`src/rtl/drsm_pkg.sv`:
```
// Shared widths and codes of the discovery receive state machine.
// No dependencies; used by the channel interfaces and the top level.
package drsm_pkg;

  // Field widths of the channels
  localparam int STATE_W = 3;
  localparam int MODE_W  = 2;
  localparam int TTL_W   = 16;

  // Administrative mode codes
  localparam logic [MODE_W-1:0] MODE_DISABLED = 2'd0;
  localparam logic [MODE_W-1:0] MODE_TX_ONLY  = 2'd1;
  localparam logic [MODE_W-1:0] MODE_RX_ONLY  = 2'd2;
  localparam logic [MODE_W-1:0] MODE_RX_TX    = 2'd3;

  // Mode after reset
  localparam logic [MODE_W-1:0] MODE_RESET = MODE_RX_TX;

endpackage

```
`src/rtl/drsm_if.sv`:
```
// Valid/ready channel interfaces of the discovery receive state machine:
// tick input, result output and configuration write. Depends on drsm_pkg.
interface drsm_in_if;
  logic                        valid;
  logic                        ready;
  logic                        port_enabled;
  logic                        frame_arrived;
  logic                        info_aged_event;
  logic [drsm_pkg::TTL_W-1:0]  frame_ttl;
  logic                        frame_changed;

  modport source (
    output valid, port_enabled, frame_arrived, info_aged_event, frame_ttl, frame_changed,
    input  ready
  );
  modport sink (
    input  valid, port_enabled, frame_arrived, info_aged_event, frame_ttl, frame_changed,
    output ready
  );
endinterface

interface drsm_out_if;
  logic                         valid;
  logic                         ready;
  logic [drsm_pkg::STATE_W-1:0] rx_state;
  logic                         delete_aged_cmd;
  logic                         process_frame_cmd;
  logic                         remote_changed;

  modport source (
    output valid, rx_state, delete_aged_cmd, process_frame_cmd, remote_changed,
    input  ready
  );
  modport sink (
    input  valid, rx_state, delete_aged_cmd, process_frame_cmd, remote_changed,
    output ready
  );
endinterface

interface drsm_cfg_if;
  logic                        valid;
  logic                        ready;
  logic [drsm_pkg::MODE_W-1:0] admin_mode;

  modport source (
    output valid, admin_mode,
    input  ready
  );
  modport sink (
    input  valid, admin_mode,
    output ready
  );
endinterface

```
`src/rtl/discovery_receive_state_machine.sv`:
```
// An accepted tick beat passes through the input register, then the result register.
// Throughput: one tick per cycle while the result is taken; the state loop closes
// in the single stage between the input register and the result register.
// A stalled result holds the result register; one more tick waits in
// the input register before in_bus.ready drops.
// Reset (rst_n, synchronous): wait-port-operational state, all flags
// and the latched TTL cleared, admin mode set to receive and transmit.
module discovery_receive_state_machine (
  input  logic          clk,
  input  logic          rst_n,
  drsm_in_if.sink       in_bus,
  drsm_out_if.source    out_bus,
  drsm_cfg_if.sink      cfg_bus
);

  typedef enum logic [drsm_pkg::STATE_W-1:0] {
    ST_WAIT_OPER  = 3'd0,
    ST_DEL_AGED   = 3'd1,
    ST_INIT       = 3'd2,
    ST_WAIT_FRAME = 3'd3,
    ST_FRAME      = 3'd4,
    ST_DEL_INFO   = 3'd5,
    ST_UPDATE     = 3'd6
  } state_t;

  // Machine state
  state_t                         state_r, state_nxt;
  logic                           frame_pending_r, frame_pending_nxt;
  logic                           info_aged_r, info_aged_nxt;
  logic [drsm_pkg::TTL_W-1:0]     latched_ttl_r, latched_ttl_nxt;
  logic                           changes_seen_r, changes_seen_nxt;
  logic                           changed_flag_r, changed_flag_nxt;
  logic [drsm_pkg::MODE_W-1:0]    admin_mode_r;

  // Input register
  logic                           s1_valid_r;
  logic                           s1_port_enabled_r;
  logic                           s1_frame_arrived_r;
  logic                           s1_info_aged_event_r;
  logic [drsm_pkg::TTL_W-1:0]     s1_frame_ttl_r;
  logic                           s1_frame_changed_r;

  // Result register
  logic                           out_valid_r;
  state_t                         out_state_r;
  logic                           out_del_r;
  logic                           out_proc_r;
  logic                           out_changed_r;

  logic   in_accept;
  logic   s1_adv;
  logic   del_cmd;
  logic   proc_cmd;
  logic   fp_set;
  logic   ia_set;
  state_t s_cur;

  // Handshakes
  assign s1_adv         = s1_valid_r && (!out_valid_r || out_bus.ready);
  assign in_bus.ready   = !s1_valid_r || s1_adv;
  assign in_accept      = in_bus.valid && in_bus.ready;
  assign cfg_bus.ready  = 1'b1;

  assign out_bus.valid             = out_valid_r;
  assign out_bus.rx_state          = out_state_r;
  assign out_bus.delete_aged_cmd   = out_del_r;
  assign out_bus.process_frame_cmd = out_proc_r;
  assign out_bus.remote_changed    = out_changed_r;

  // One tick: set flags, force wait-operational on link down without aged info, transition, run the action
  always_comb begin
    fp_set = frame_pending_r | s1_frame_arrived_r;
    ia_set = info_aged_r | s1_info_aged_event_r;
    s_cur  = (!ia_set && !s1_port_enabled_r) ? ST_WAIT_OPER : state_r;

    case (s_cur)
      ST_WAIT_OPER: begin
        if (ia_set)                 state_nxt = ST_DEL_AGED;
        else if (s1_port_enabled_r) state_nxt = ST_INIT;
        else                        state_nxt = ST_WAIT_OPER;
      end
      ST_DEL_AGED: state_nxt = ST_WAIT_OPER;
      ST_INIT: begin
        if (admin_mode_r == drsm_pkg::MODE_RX_ONLY ||
            admin_mode_r == drsm_pkg::MODE_RX_TX) state_nxt = ST_WAIT_FRAME;
        else                                      state_nxt = ST_INIT;
      end
      ST_WAIT_FRAME: begin
        if (ia_set)      state_nxt = ST_DEL_INFO;
        else if (fp_set) state_nxt = ST_FRAME;
        else             state_nxt = ST_WAIT_FRAME;
      end
      ST_FRAME: begin
        if (latched_ttl_r == '0) state_nxt = ST_DEL_INFO;
        else if (changes_seen_r) state_nxt = ST_UPDATE;
        else                     state_nxt = ST_WAIT_FRAME;
      end
      ST_DEL_INFO: state_nxt = ST_WAIT_FRAME;
      ST_UPDATE:   state_nxt = ST_WAIT_FRAME;
      default:     state_nxt = ST_WAIT_OPER;
    endcase

    frame_pending_nxt = fp_set;
    info_aged_nxt     = ia_set;
    latched_ttl_nxt   = latched_ttl_r;
    changes_seen_nxt  = changes_seen_r;
    changed_flag_nxt  = changed_flag_r;
    del_cmd           = 1'b0;
    proc_cmd          = 1'b0;

    case (state_nxt)
      ST_DEL_AGED: begin
        changed_flag_nxt = 1'b1;
        info_aged_nxt    = 1'b0;
        del_cmd          = 1'b1;
      end
      ST_INIT: begin
        frame_pending_nxt = 1'b0;
        info_aged_nxt     = 1'b0;
        del_cmd           = 1'b1;
      end
      ST_WAIT_FRAME: begin
        info_aged_nxt    = 1'b0;
        changed_flag_nxt = 1'b0;
      end
      ST_FRAME: begin
        frame_pending_nxt = 1'b0;
        latched_ttl_nxt   = s1_frame_ttl_r;
        changes_seen_nxt  = s1_frame_changed_r;
        proc_cmd          = 1'b1;
      end
      ST_DEL_INFO: begin
        changed_flag_nxt = 1'b1;
        del_cmd          = 1'b1;
      end
      ST_UPDATE: begin
        changed_flag_nxt = 1'b1;
      end
      default: begin
      end
    endcase
  end

  // Hold state, input beat and result beat
  always_ff @(posedge clk) begin
    if (!rst_n) begin
      state_r         <= ST_WAIT_OPER;
      frame_pending_r <= 1'b0;
      info_aged_r     <= 1'b0;
      latched_ttl_r   <= '0;
      changes_seen_r  <= 1'b0;
      changed_flag_r  <= 1'b0;
      admin_mode_r    <= drsm_pkg::MODE_RESET;
      s1_valid_r      <= 1'b0;
      out_valid_r     <= 1'b0;
    end else begin
      if (cfg_bus.valid && cfg_bus.ready) begin
        admin_mode_r <= cfg_bus.admin_mode;
      end

      // Capture an accepted tick beat
      if (in_accept) begin
        s1_valid_r           <= 1'b1;
        s1_port_enabled_r    <= in_bus.port_enabled;
        s1_frame_arrived_r   <= in_bus.frame_arrived;
        s1_info_aged_event_r <= in_bus.info_aged_event;
        s1_frame_ttl_r       <= in_bus.frame_ttl;
        s1_frame_changed_r   <= in_bus.frame_changed;
      end else if (s1_adv) begin
        s1_valid_r <= 1'b0;
      end

      // Commit the tick and load its result
      if (s1_adv) begin
        state_r         <= state_nxt;
        frame_pending_r <= frame_pending_nxt;
        info_aged_r     <= info_aged_nxt;
        latched_ttl_r   <= latched_ttl_nxt;
        changes_seen_r  <= changes_seen_nxt;
        changed_flag_r  <= changed_flag_nxt;
        out_valid_r     <= 1'b1;
        out_state_r     <= state_nxt;
        out_del_r       <= del_cmd;
        out_proc_r      <= proc_cmd;
        out_changed_r   <= changed_flag_nxt;
      end else if (out_bus.ready) begin
        out_valid_r <= 1'b0;
      end
    end
  end

`ifndef NO_ASSERTIONS
  // Process command only ever comes with the frame state
  assert property (@(posedge clk) disable iff (!rst_n)
    out_bus.valid && out_bus.process_frame_cmd |-> out_bus.rx_state == ST_FRAME)
    else $error("process command outside frame state");

  // Input stalls only when both stages are full and the result is held
  assert property (@(posedge clk) disable iff (!rst_n)
    !in_bus.ready |-> s1_valid_r && out_valid_r && !out_bus.ready)
    else $error("input stalled with free room");

  // Entering wait-for-frame clears the change flag
  assert property (@(posedge clk) disable iff (!rst_n)
    s1_adv && state_nxt == ST_WAIT_FRAME |=> !changed_flag_r && !out_changed_r)
    else $error("change flag not cleared in wait-for-frame");

  // While a result is held, the state and the change flag do not move
  assert property (@(posedge clk) disable iff (!rst_n)
    out_valid_r && !out_bus.ready |=> $stable(state_r) && $stable(changed_flag_r))
    else $error("state advanced while result stalled");
`endif

endmodule
```
`src/flat_wrapper.sv`:
```
// flat-port wrapper written by rule: the top's interface ports become plain ports
module discovery_receive_state_machine_flat 
  (clk, rst_n, in_bus_valid, in_bus_port_enabled, in_bus_frame_arrived, in_bus_info_aged_event, in_bus_frame_ttl, in_bus_frame_changed, in_bus_ready, out_bus_valid, out_bus_rx_state, out_bus_delete_aged_cmd, out_bus_process_frame_cmd, out_bus_remote_changed, out_bus_ready, cfg_bus_valid, cfg_bus_admin_mode, cfg_bus_ready);
  drsm_in_if in_bus_i ();
  drsm_out_if out_bus_i ();
  drsm_cfg_if cfg_bus_i ();
  input  logic clk;
  input  logic rst_n;
  input wire logic [$bits(in_bus_i.valid)-1:0] in_bus_valid;
  input wire logic [$bits(in_bus_i.port_enabled)-1:0] in_bus_port_enabled;
  input wire logic [$bits(in_bus_i.frame_arrived)-1:0] in_bus_frame_arrived;
  input wire logic [$bits(in_bus_i.info_aged_event)-1:0] in_bus_info_aged_event;
  input wire logic [$bits(in_bus_i.frame_ttl)-1:0] in_bus_frame_ttl;
  input wire logic [$bits(in_bus_i.frame_changed)-1:0] in_bus_frame_changed;
  output wire logic [$bits(in_bus_i.ready)-1:0] in_bus_ready;
  output wire logic [$bits(out_bus_i.valid)-1:0] out_bus_valid;
  output wire logic [$bits(out_bus_i.rx_state)-1:0] out_bus_rx_state;
  output wire logic [$bits(out_bus_i.delete_aged_cmd)-1:0] out_bus_delete_aged_cmd;
  output wire logic [$bits(out_bus_i.process_frame_cmd)-1:0] out_bus_process_frame_cmd;
  output wire logic [$bits(out_bus_i.remote_changed)-1:0] out_bus_remote_changed;
  input wire logic [$bits(out_bus_i.ready)-1:0] out_bus_ready;
  input wire logic [$bits(cfg_bus_i.valid)-1:0] cfg_bus_valid;
  input wire logic [$bits(cfg_bus_i.admin_mode)-1:0] cfg_bus_admin_mode;
  output wire logic [$bits(cfg_bus_i.ready)-1:0] cfg_bus_ready;
  assign in_bus_i.valid = in_bus_valid;
  assign in_bus_i.port_enabled = in_bus_port_enabled;
  assign in_bus_i.frame_arrived = in_bus_frame_arrived;
  assign in_bus_i.info_aged_event = in_bus_info_aged_event;
  assign in_bus_i.frame_ttl = in_bus_frame_ttl;
  assign in_bus_i.frame_changed = in_bus_frame_changed;
  assign in_bus_ready = in_bus_i.ready;
  assign out_bus_valid = out_bus_i.valid;
  assign out_bus_rx_state = out_bus_i.rx_state;
  assign out_bus_delete_aged_cmd = out_bus_i.delete_aged_cmd;
  assign out_bus_process_frame_cmd = out_bus_i.process_frame_cmd;
  assign out_bus_remote_changed = out_bus_i.remote_changed;
  assign out_bus_i.ready = out_bus_ready;
  assign cfg_bus_i.valid = cfg_bus_valid;
  assign cfg_bus_i.admin_mode = cfg_bus_admin_mode;
  assign cfg_bus_ready = cfg_bus_i.ready;
  discovery_receive_state_machine u_core (.clk(clk), .rst_n(rst_n), .in_bus(in_bus_i), .out_bus(out_bus_i), .cfg_bus(cfg_bus_i));
endmodule
```
`config.mk`:
```
export PLATFORM = sky130hd
export DESIGN_NAME = discovery_receive_state_machine_flat
export DESIGN_NICKNAME = d
export VERILOG_FILES = /design/src/rtl/drsm_pkg.sv /design/src/rtl/drsm_if.sv /design/src/rtl/discovery_receive_state_machine.sv /design/src/flat_wrapper.sv
export SDC_FILE = /design/constraint.sdc
export NUM_CORES = 1
export LEC_CHECK = 0
export ABC_AREA = 0
export BUFFER_PORTS_ARGS = -buffer_cell sky130_fd_sc_hd__buf_2
export CAP_MARGIN = 0
export CORE_MARGIN = 3
export CORE_UTILIZATION = 55
export CTS_BUF_LIST = sky130_fd_sc_hd__clkbuf_4
export CTS_CLUSTER_DIAMETER = 200
export CTS_CLUSTER_SIZE = 40
export DETAILED_ROUTE_END_ITERATION = 10
export PLACE_DENSITY = 0.74
export SYNTH_ARGS = -nofsm -noshare
export SYNTH_HDL_FRONTEND = slang
export SYNTH_SLANG_ARGS = --single-unit
```
`constraint.sdc`:
```
create_clock -name clk -period 3.76 [get_ports clk]
set_input_delay 0.376 -clock clk [delete_from_list [all_inputs] [get_ports clk]]
set_output_delay 0.376 -clock clk [all_outputs]
set_load 0.005 [all_outputs]
```
==> impl_metrics.tcl, run 1 <==
set metrics [dict create \
    startpoint_type "register" \
    ys_warn_count 0 \
    dpl_cell_area_um2 2280 \
    drv_slew 0 \
    cts_resized 0 \
    critPathArrivalTime_ns 2.52 \
    cts_tree "built" \
    drtAntennaViolNets 0 \
    cts.sinks 52 \
    numCtsBuffers 5 \
    combPwrFrac_pct 9.0 \
    clkPwrFrac_pct 29.8 \
    net-switching-power_uw 237 \
    first_iter_violations 119 \
    syn_avg_cell_area_um2 11.0 \
    status "finished clean" \
    max-vdd-ir-drop_uv 298 \
    switching_share_pct 23.0 \
    worst_pin_slew_ns 0.870 \
    antenna_found_initial 0 \
    setup_violations 0 \
    grtUsageTotal_pct 19.7 \
    p_int_uw 793 \
    dp_hpwl_um 2760 \
    seqPwrFrac_pct 61.2 \
    grt-ovfl-total 0 \
    drive_above_1_share_pct 22.7 \
    synth-main-ff-cell "edfxtp_1" \
    finalPower_mw 1.03 \
    rsz0062_at_grt "no" \
    drtPass1Iterations 4 \
    grt_pass1_wl_um 6720 \
    power_density_nw_per_um2 437 \
    clock_latency_ns 0.37 \
    synth_fp_nets 220 \
    final_area_um2 2360 \
    port_buffers 33 \
    gp_congestion 0.822 \
    max_freq_mhz 448 \
    synth_common_cells "dfxtp_1, edfxtp_1, a21oi_1" \
    p_leak_nw 0.839 \
    finalWirelength_um 3920 \
    die_h_um 68.1 \
    detail_route.vias_per_cell 5.94 \
    ctsHoldBuffers 0 \
    root_buffer "clkbuf_4" \
    path_max_fanout 16 \
    dpl.cell_count 258 \
    finalCritPeriodShare_pct 59.4 \
    die_area_um2 4640 \
    ioPinCount 36 \
    critPathKind "register to register" \
    hold_viol_final 0 \
    min_period_ns 2.23 \
    mappedNetlistArea_um2 2120 \
    whs_ns 0.176 \
    n_antenna_cell 0 \
    wl_per_cell_um 14.7 \
    layout-area-overhead-vs-synth_pct 11.2 \
    skew_ns 0.0174 \
    synth_edf_count 26 \
    synth_cells 193 \
    critPathRequiredTime_ns 4.04 \
    clockBufferDepth 2 \
    maxSlewHeadroom_pct 42.0 \
    nNetsFinal 246 \
    ys_seq_area_share_pct 61.4 \
    row_count 21 \
    coreArea_um2 3520 \
    die_x_um 68.1 \
    fin_setup_tns_ns 0 \
    clkTransAtPathRegs_ns 0.14 \
    initial_core_util_pct 60.2 \
    hold_path_class "primary input to register" \
    htreeDepth 2 \
    max_cap_violations 0 \
    cp-end-kind "register" \
    synth.top_cell.area_share_pct 36.8 \
    drc 0 \
    synth_area_leaders "edfxtp_1, dfxtp_1, a21oi_1, nand3_1, o21ai_0" \
    grt_max_degree 25 \
    ys_types 43 \
    cts_setup_buffers 0 \
    yosysTopAreaCell "edfxtp_1" \
    vias 1581 \
    synth-seq-cells 52 \
    stdcell_count 266 \
    synthArstFlopShare_pct 0 \
    grt_pass1_vias 1545 \
]
[power groups by stage]
stage / clock network [mW] / registers [mW] / logic (mW)
6_report: 0.307 / 0.630 / 0.0929
3_3_place_gp: 0 / 0.641 / 0.0882
2_1_floorplan: 0 / 0.637 / 0.0690
4_1_cts: 0.314 / 0.630 / 0.0929
3_5_place_dp: 0 / 0.643 / 0.0926
5_1_grt: 0.343 / 0.632 / 0.104
[layer usage]
layer | vias to the layer above | global-route usage, % | wire (µm)
li1 | 772 | - | -
met1 | 752 | 21.2 | 1590
met2 | 48 | 36.2 | 2060
met3 | 9 | 4.60 | 208
met4 | 0 | 8.68 | 63
met5 | - | 0 | 0
[registers in the layout, summed over array words and instances, names as in the netlist]
signal / count
u_core.s1_info_aged_event_r: 1
u_core.s1_frame_changed_r: 1
u_core.frame_pending_r: 1
u_core.s1_valid_r: 1
u_core.admin_mode_r: 1
u_core.s1_frame_arrived_r: 1
u_core.out_bus.valid: 1
u_core.state_r: 3
u_core.changed_flag_r: 1
u_core.out_bus.rx_state: 3
u_core.out_bus.delete_aged_cmd: 1
u_core.latched_ttl_r: 16
u_core.out_bus.process_frame_cmd: 1
u_core.s1_port_enabled_r: 1
u_core.info_aged_r: 1
u_core.changes_seen_r: 1
u_core.s1_frame_ttl_r: 16
u_core.out_bus.remote_changed: 1
[final cells by class]
cell class	count	area [µm²]
flip-flops and latches	52	1300
fillers	301	1160
multi-input cells	123	736
repair buffers	34	173
well taps	46	57.6
clock inverters	3	42.5
clock buffers	5	37.5
inverters	3	11.3
[kinds of logic (layout without fill, tap and decap cells)]
kind of cell,Yosys count,in the layout,synth area share (%)
flip-flops,52,52,61.4
AO/OA/AOI/OAI,57,57,17.0
other,1,1,0.177
multiplexers,1,1,0.472
XOR/XNOR,1,1,0.413
AND/OR/NAND/NOR,63,63,16.6
buffers and inverters,18,45,3.95
[per-stage QoR]
stage	worst slack, ns	util, %
floorplan	1.84	-
global route	1.38	67.0
CTS	1.53	67.0
global placement	1.59	64.7
detailed placement	1.54	64.7
finish	1.53	67.0
[worst paths after layout]
path | from | endpoint | slack (ns) | depth (start not counted)
max | u_core.s1_info_aged_event_r$_DFFE_PP_ | u_core.latched_ttl_r[10]$_SDFFE_PN0P_ | 1.53 | 5
min | in_bus_frame_ttl[0] | u_core.s1_frame_ttl_r[0]$_DFFE_PP_ | 0.18 | 1
max reg2reg | u_core.s1_info_aged_event_r$_DFFE_PP_ | u_core.latched_ttl_r[10]$_SDFFE_PN0P_ | 1.53 | 5
min reg2reg | u_core.latched_ttl_r[9]$_SDFFE_PN0P_ | u_core.latched_ttl_r[9]$_SDFFE_PN0P_ | 0.49 | 2
[worst max-delay path: stages, from the launching register on]
cell      delay (ns)
edfxtp_1        0.52
o311a_2         0.44
o311ai_2        0.61
buf_4           0.34
nand3_1         0.11
a21oi_1         0.14
[cell usage in the layout (no fill, tap or decap), types with 2 or more instances in the layout]
cell type / n
nand2_1: 7
nor2_1: 7
o311a_2: 2
clkbuf_4: 5
nor4_1: 5
nor3_1: 4
nor2b_1: 3
and3_1: 2
o21ai_0: 20
nand3_1: 20
buf_2: 33
inv_1: 3
dfxtp_1: 26
nand3b_1: 2
a21oi_1: 21
nand2b_1: 4
a21o_1: 2
nand4_1: 2
edfxtp_1: 26
Note: power is estimated with default switching activity, not from simulation.
==> run 2, diff against run 1 <==
--- a/config.mk
+++ b/config.mk
@@ -9,7 +9,7 @@
 export BUFFER_PORTS_ARGS = -buffer_cell sky130_fd_sc_hd__buf_2
 export CAP_MARGIN = 0
 export CORE_MARGIN = 3
-export CORE_UTILIZATION = 55
+export CORE_UTILIZATION = 52
 export CTS_BUF_LIST = sky130_fd_sc_hd__clkbuf_4
 export CTS_CLUSTER_DIAMETER = 200
 export CTS_CLUSTER_SIZE = 40
==> constraint.sdc (replaced) <==
create_clock -name clk -period 1.9 [get_ports clk]
set_input_delay 0.19 -clock clk [delete_from_list [all_inputs] [get_ports clk]]
set_output_delay 0.19 -clock clk [all_outputs]
set_load 0.005 [all_outputs]
==> impl_metrics.tcl, run 2 (synthesized netlist as in run 1, its figures left out) <==
set metrics [dict create \
    htreeDepth 2 \
    min_period_ns 1.92 \
    cp-end-kind "register" \
    port_buffers 33 \
    final_common_cell "buf_2" \
    gr-usage-met3_pct 5.47 \
    hold_viol_final 0 \
    cp_cell_sequence "or3_4 > and3_4 > a221o_2 > xnor2_1 > o311a_1" \
    startpoint_type "register" \
    largest_registers "u_core.latched_ttl_r x16, u_core.s1_frame_ttl_r x16" \
    detail_route.vias_per_cell 5.60 \
    vias 1690 \
    final-seq-area_um2 1300 \
    grt-ovfl-total 0 \
    numCtsBuffers 5 \
    antenna_found_initial 0 \
    status "finished with violations" \
    nNetsFinal 280 \
    place_ws_ns -0.0374 \
    die_x_um 69.9 \
    cts_tree "built" \
    critPathSlowestCell "edfxtp_1" \
    max_stage_delay_ns 0.41 \
    grt_pass1_vias 1677 \
    grt_pass1_wl_um 7460 \
    wl_per_cell_um 14.2 \
    root_buffer "clkbuf_4" \
    setup_ws_ns -0.0206 \
    drtPass1Iterations 4 \
    setup_violations 1 \
    use_met2_pct 34.2 \
    fillerInstances 262 \
    hold_path_class "primary input to register" \
    die_area_um2 4880 \
    fin_setup_tns_ns -0.0206 \
    fin_util_pct 72.7 \
    critPathArrivalTime_ns 2.19 \
    use_met1_pct 21.0 \
    net-switching-power_uw 482 \
    p_int_mw 1.89 \
    critPathKind "register to register" \
    switching_share_pct 20.3 \
    ioPinCount 36 \
    maxSlewHeadroom_pct 42.3 \
    grt-busiest-layer "met2" \
    die_h_um 69.9 \
    final_cell_mix "buf_2, edfxtp_1, dfxtp_1, a21oi_1" \
    finalCritPeriodShare_pct 101 \
    grt_max_degree 24 \
    multi_input_area_um2 782 \
    n_antenna_cell 0 \
    finalPower_mw 2.37 \
    worst_pin_slew_ns 0.866 \
    path_max_fanout 8 \
    grtUsageTotal_pct 18.9 \
    dp_hpwl_um 2790 \
    finalWirelength_um 4280 \
    power_density_nw_per_um2 858 \
    p_leak_nw 1.03 \
    max_freq_mhz 521 \
    cts.sinks 52 \
    max-vdd-ir-drop_uv 653 \
    seqPwrFrac_pct 52.3 \
    gp_congestion 0.864 \
    drv_slew 0 \
    rsz0062_at_grt "yes" \
    drc 0 \
    first_iter_violations 143 \
    max_cap_violations 0 \
    drive_above_1_share_pct 28.0 \
    layout-area-overhead-vs-synth_pct 30.2 \
    clkPwrFrac_pct 36.9 \
    combPwrFrac_pct 10.9 \
    critPathRequiredTime_ns 2.17 \
    skew_ns 0.00831 \
    row_count 22 \
    drtAntennaViolNets 0 \
    violations "negative setup slack" \
    coreArea_um2 3800 \
    initial_core_util_pct 55.8 \
    clock_latency_ns 0.36 \
    clkTransAtPathRegs_ns 0.14 \
    clockBufferDepth 2 \
]
run 2: critical path, delay by kind of cell, from the launching register on:
family,cells,cell delay [ns]
DFF,1,0.41
AOI/OAI and AO/OA,2,0.70
xor gates and xnor gates,1,0.16
and+or+nand+nor,2,0.56
run 2: layer usage:
metal	part of all wire, %	vias to the layer above
met3	4.7	7
met4	1.1	0
met2	53	43
li1	-	840
met5	0	-
met1	41	800
run 2: repair_timing:
action,CTS,global route
resized for setup,3,7
buffers inserted,0,2
endpoints found under the setup margin,3,22
pin swaps,0,1
hold buffers,20,0
hold endpoints to repair,20,0
gates cloned,0,0
run 2: layout make-up:
| class | count | area share, % |
|---|---|---|
| Sequential cell | 52 | 47.2 |
| Tap cell | 48 | 2.17 |
| Clock inverter | 3 | 3.26 |
| Timing Repair Buffer | 68 | 17.3 |
| Clock buffer | 5 | 1.36 |
| Inverter | 3 | 0.408 |
| Multi-Input combinational cell | 123 | 28.3 |
run 2: worst paths after layout:
path / start / endpoint / slack [ns] / depth (start not counted)
worst max-delay path: u_core.s1_port_enabled_r$_DFFE_PP_ / u_core.frame_pending_r$_SDFFE_PN0P_ / -0.02 / 5
worst min-delay path: cfg_bus_admin_mode[1] / u_core.admin_mode_r[1]$_SDFFE_PN1P_ / 0.03 / 3
worst max register to register: u_core.s1_port_enabled_r$_DFFE_PP_ / u_core.frame_pending_r$_SDFFE_PN0P_ / -0.02 / 5
worst min register to register: u_core.latched_ttl_r[14]$_SDFFE_PN0P_ / u_core.latched_ttl_r[14]$_SDFFE_PN0P_ / 0.49 / 2
run 2: power groups by stage:
stage	Clock [mW]	Sequential, mW	Combinational [mW]
6_report	0.874	1.24	0.258
5_1_grt	0.939	1.24	0.285
4_1_cts	0.882	1.24	0.242
3_5_place_dp	0	1.26	0.209
3_3_place_gp	0	1.26	0.201
2_1_floorplan	0	1.26	0.137
run 2: metrics by stage:
stage,instances,hold slack (ns),cell area (µm²)
2_1_floorplan,193,0.289,2120
3_3_place_gp,272,0.366,2370
3_5_place_dp,272,0.368,2370
4_1_cts,300,0.0210,2710
5_1_grt,302,0.0293,2760
6_report,302,0.0324,2760
==> run 3, diff against run 2 <==
--- a/config.mk
+++ b/config.mk
@@ -8,13 +8,15 @@
 export ABC_AREA = 0
 export BUFFER_PORTS_ARGS = -buffer_cell sky130_fd_sc_hd__buf_2
 export CAP_MARGIN = 0
-export CORE_MARGIN = 3
+export CORE_MARGIN = 2
 export CORE_UTILIZATION = 52
 export CTS_BUF_LIST = sky130_fd_sc_hd__clkbuf_4
 export CTS_CLUSTER_DIAMETER = 200
 export CTS_CLUSTER_SIZE = 40
 export DETAILED_ROUTE_END_ITERATION = 10
+export GPL_TIMING_DRIVEN = 0
 export PLACE_DENSITY = 0.74
 export SYNTH_ARGS = -nofsm -noshare
 export SYNTH_HDL_FRONTEND = slang
 export SYNTH_SLANG_ARGS = --single-unit
+export TNS_END_PERCENT = 10
==> impl_metrics.tcl, run 3 (synthesized netlist as in run 1, its figures left out) <==
set metrics [dict create \
    critical_path.startpoint "u_core.s1_info_aged_event_r$_DFFE_PP_" \
    drv_slew 0 \
    final_cell_mix "buf_2, edfxtp_1, dfxtp_1, a21oi_1" \
    layout-area-overhead-vs-synth_pct 30.1 \
    p_leak_nw 1.04 \
    hold_viol_final 0 \
    path_max_fanout 10 \
    max_cap_violations 0 \
    final_area_um2 2760 \
    die_area_um2 4600 \
    antenna_found_initial 0 \
    drtAntennaViolNets 0 \
    rsz0062_at_grt "yes" \
    initial_core_util_pct 53.4 \
    grt_pass1_vias 1605 \
    critPathSlowestCell "edfxtp_1" \
    crit_family "compound AO/OA/AOI/OAI gates" \
    clkTransAtPathRegs_ns 0.14 \
    grt_max_degree 21 \
    seqPwrFrac_pct 58.0 \
    htreeDepth 2 \
    r2r_start "u_core.s1_info_aged_event_r$_DFFE_PP_" \
    switching_share_pct 23.0 \
    ioPinCount 36 \
    drtPass1Iterations 4 \
    cp_num_buf_inv 1 \
    clkPwrFrac_pct 29.2 \
    finalCritPeriodShare_pct 104 \
    clock_latency_ns 0.37 \
    setup_violations 10 \
    cp-end-kind "register" \
    critPathArrivalTime_ns 2.10 \
    dpl_cell_area_um2 2340 \
    finalPower_mw 2.14 \
    die_h_um 67.9 \
    clockBufferDepth 2 \
    maxSlewHeadroom_pct 42.5 \
    drive_above_1_share_pct 29.3 \
    final-seq-area_um2 1300 \
    p_int_mw 1.65 \
    combPwrFrac_pct 12.7 \
    setup_ws_ns -0.0713 \
    critPathKind "register to register" \
    vias 1709 \
    max_stage_delay_ns 0.49 \
    critPathRequiredTime_ns 2.03 \
    final_common_cell "buf_2" \
    startpoint_type "register" \
    net-switching-power_uw 492 \
    max-vdd-ir-drop_uv 623 \
    multi_input_area_um2 805 \
    grt_pass1_wl_um 6940 \
    finalWirelength_um 4340 \
    power_density_nw_per_um2 775 \
    gp_congestion 0.764 \
    cts.sinks 52 \
    drc 0 \
    wl_per_cell_um 14.0 \
    grtUsageTotal_pct 20.8 \
    dp_hpwl_um 2700 \
    numCtsBuffers 5 \
    cts_tree "built" \
    min_period_ns 1.97 \
    largest_registers "u_core.latched_ttl_r x16, u_core.s1_frame_ttl_r x16" \
    status "finished with violations" \
    worst_pin_slew_ns 0.862 \
    n_antenna_cell 0 \
    detail_route.vias_per_cell 5.53 \
    skew_ns 0.00795 \
    port_buffers 32 \
    root_buffer "clkbuf_4" \
    fillerInstances 310 \
    nNetsFinal 285 \
    cp_cell_sequence "o311a_2 > o311ai_4 > buf_6 > a21o_2 > nand3_1" \
    row_count 23 \
    max_freq_mhz 507 \
    die_x_um 67.9 \
    grt-ovfl-total 0 \
    first_iter_violations 82 \
    hold_path_class "primary input to register" \
    violations "negative setup slack" \
    coreArea_um2 3970 \
    hp-start "cfg_bus_admin_mode[1]" \
]
run 3: timing repair:
action / 4_1_cts / 5_1_grt
pin swaps: 6 / 4
hold buffers: 20 / 0
endpoints found under the hold margin: 20 / 0
resized for setup: 12 / 15
setup endpoints to repair: 24 / 22
buffers inserted: 5 / 2
run 3: layer usage:
metal	up-vias	GRT usage [%]	part of all wire (%)	wire length (µm)
met5	-	0	0	0
met4	0	8.00	1.8	80
met3	9	5.10	4.5	193
met2	39	37.5	51	2230
met1	813	23.7	42	1830
li1	848	-	-	-
run 3: final timing paths:
kind / endpoint / slack [ns] / cells after the start
max: u_core.out_bus.remote_changed$_DFFE_PP_ / -0.07 / 5
max reg2reg: u_core.out_bus.remote_changed$_DFFE_PP_ / -0.07 / 5
min: u_core.admin_mode_r[1]$_SDFFE_PN1P_ / 0.02 / 3
min reg2reg: u_core.admin_mode_r[1]$_SDFFE_PN1P_ / 0.49 / 2
run 3: power groups by stage:
| stage | clock network [mW] | logic [mW] | registers [mW] |
|---|---|---|---|
| global placement | 0 | 0.200 | 1.26 |
| floorplan | 0 | 0.137 | 1.26 |
| CTS | 0.630 | 0.260 | 1.24 |
| finish | 0.625 | 0.272 | 1.24 |
| global route | 0.669 | 0.298 | 1.24 |
| detailed placement | 0 | 0.205 | 1.26 |
run 3: layout make-up:
cell class / count / area share (%)
plain buffers: 14 / 3.13
clock buffers: 6 / 1.63
clock inverters: 2 / 1.27
inverters: 3 / 0.408
multi-input cells: 123 / 29.1
flip-flops and latches: 52 / 47.2
well taps: 50 / 2.27
repair buffers: 59 / 15.0
run 3: stage by stage:
stage | util [%] | hold WS (ns) | cells | setup TNS [ns] | setup slack, ns
after CTS | 67.9 | 0.0167 | 307 | -0.410 | -0.101
after detailed placement | 59.0 | 0.368 | 275 | -2.98 | -0.259
after global placement | 59.0 | 0.366 | 275 | -2.06 | -0.220
after global routing | 69.5 | 0.0211 | 309 | -1.48 | -0.142
after floorplan | - | 0.289 | 193 | -0.0360 | -0.0215
final | 69.5 | 0.0233 | 309 | -0.288 | -0.0713
run 3: tightest hold or removal path, cell delays in order:
cell,delay (ns)
buf_2,0.07
mux2i_1,0.05
nand2_1,0.06
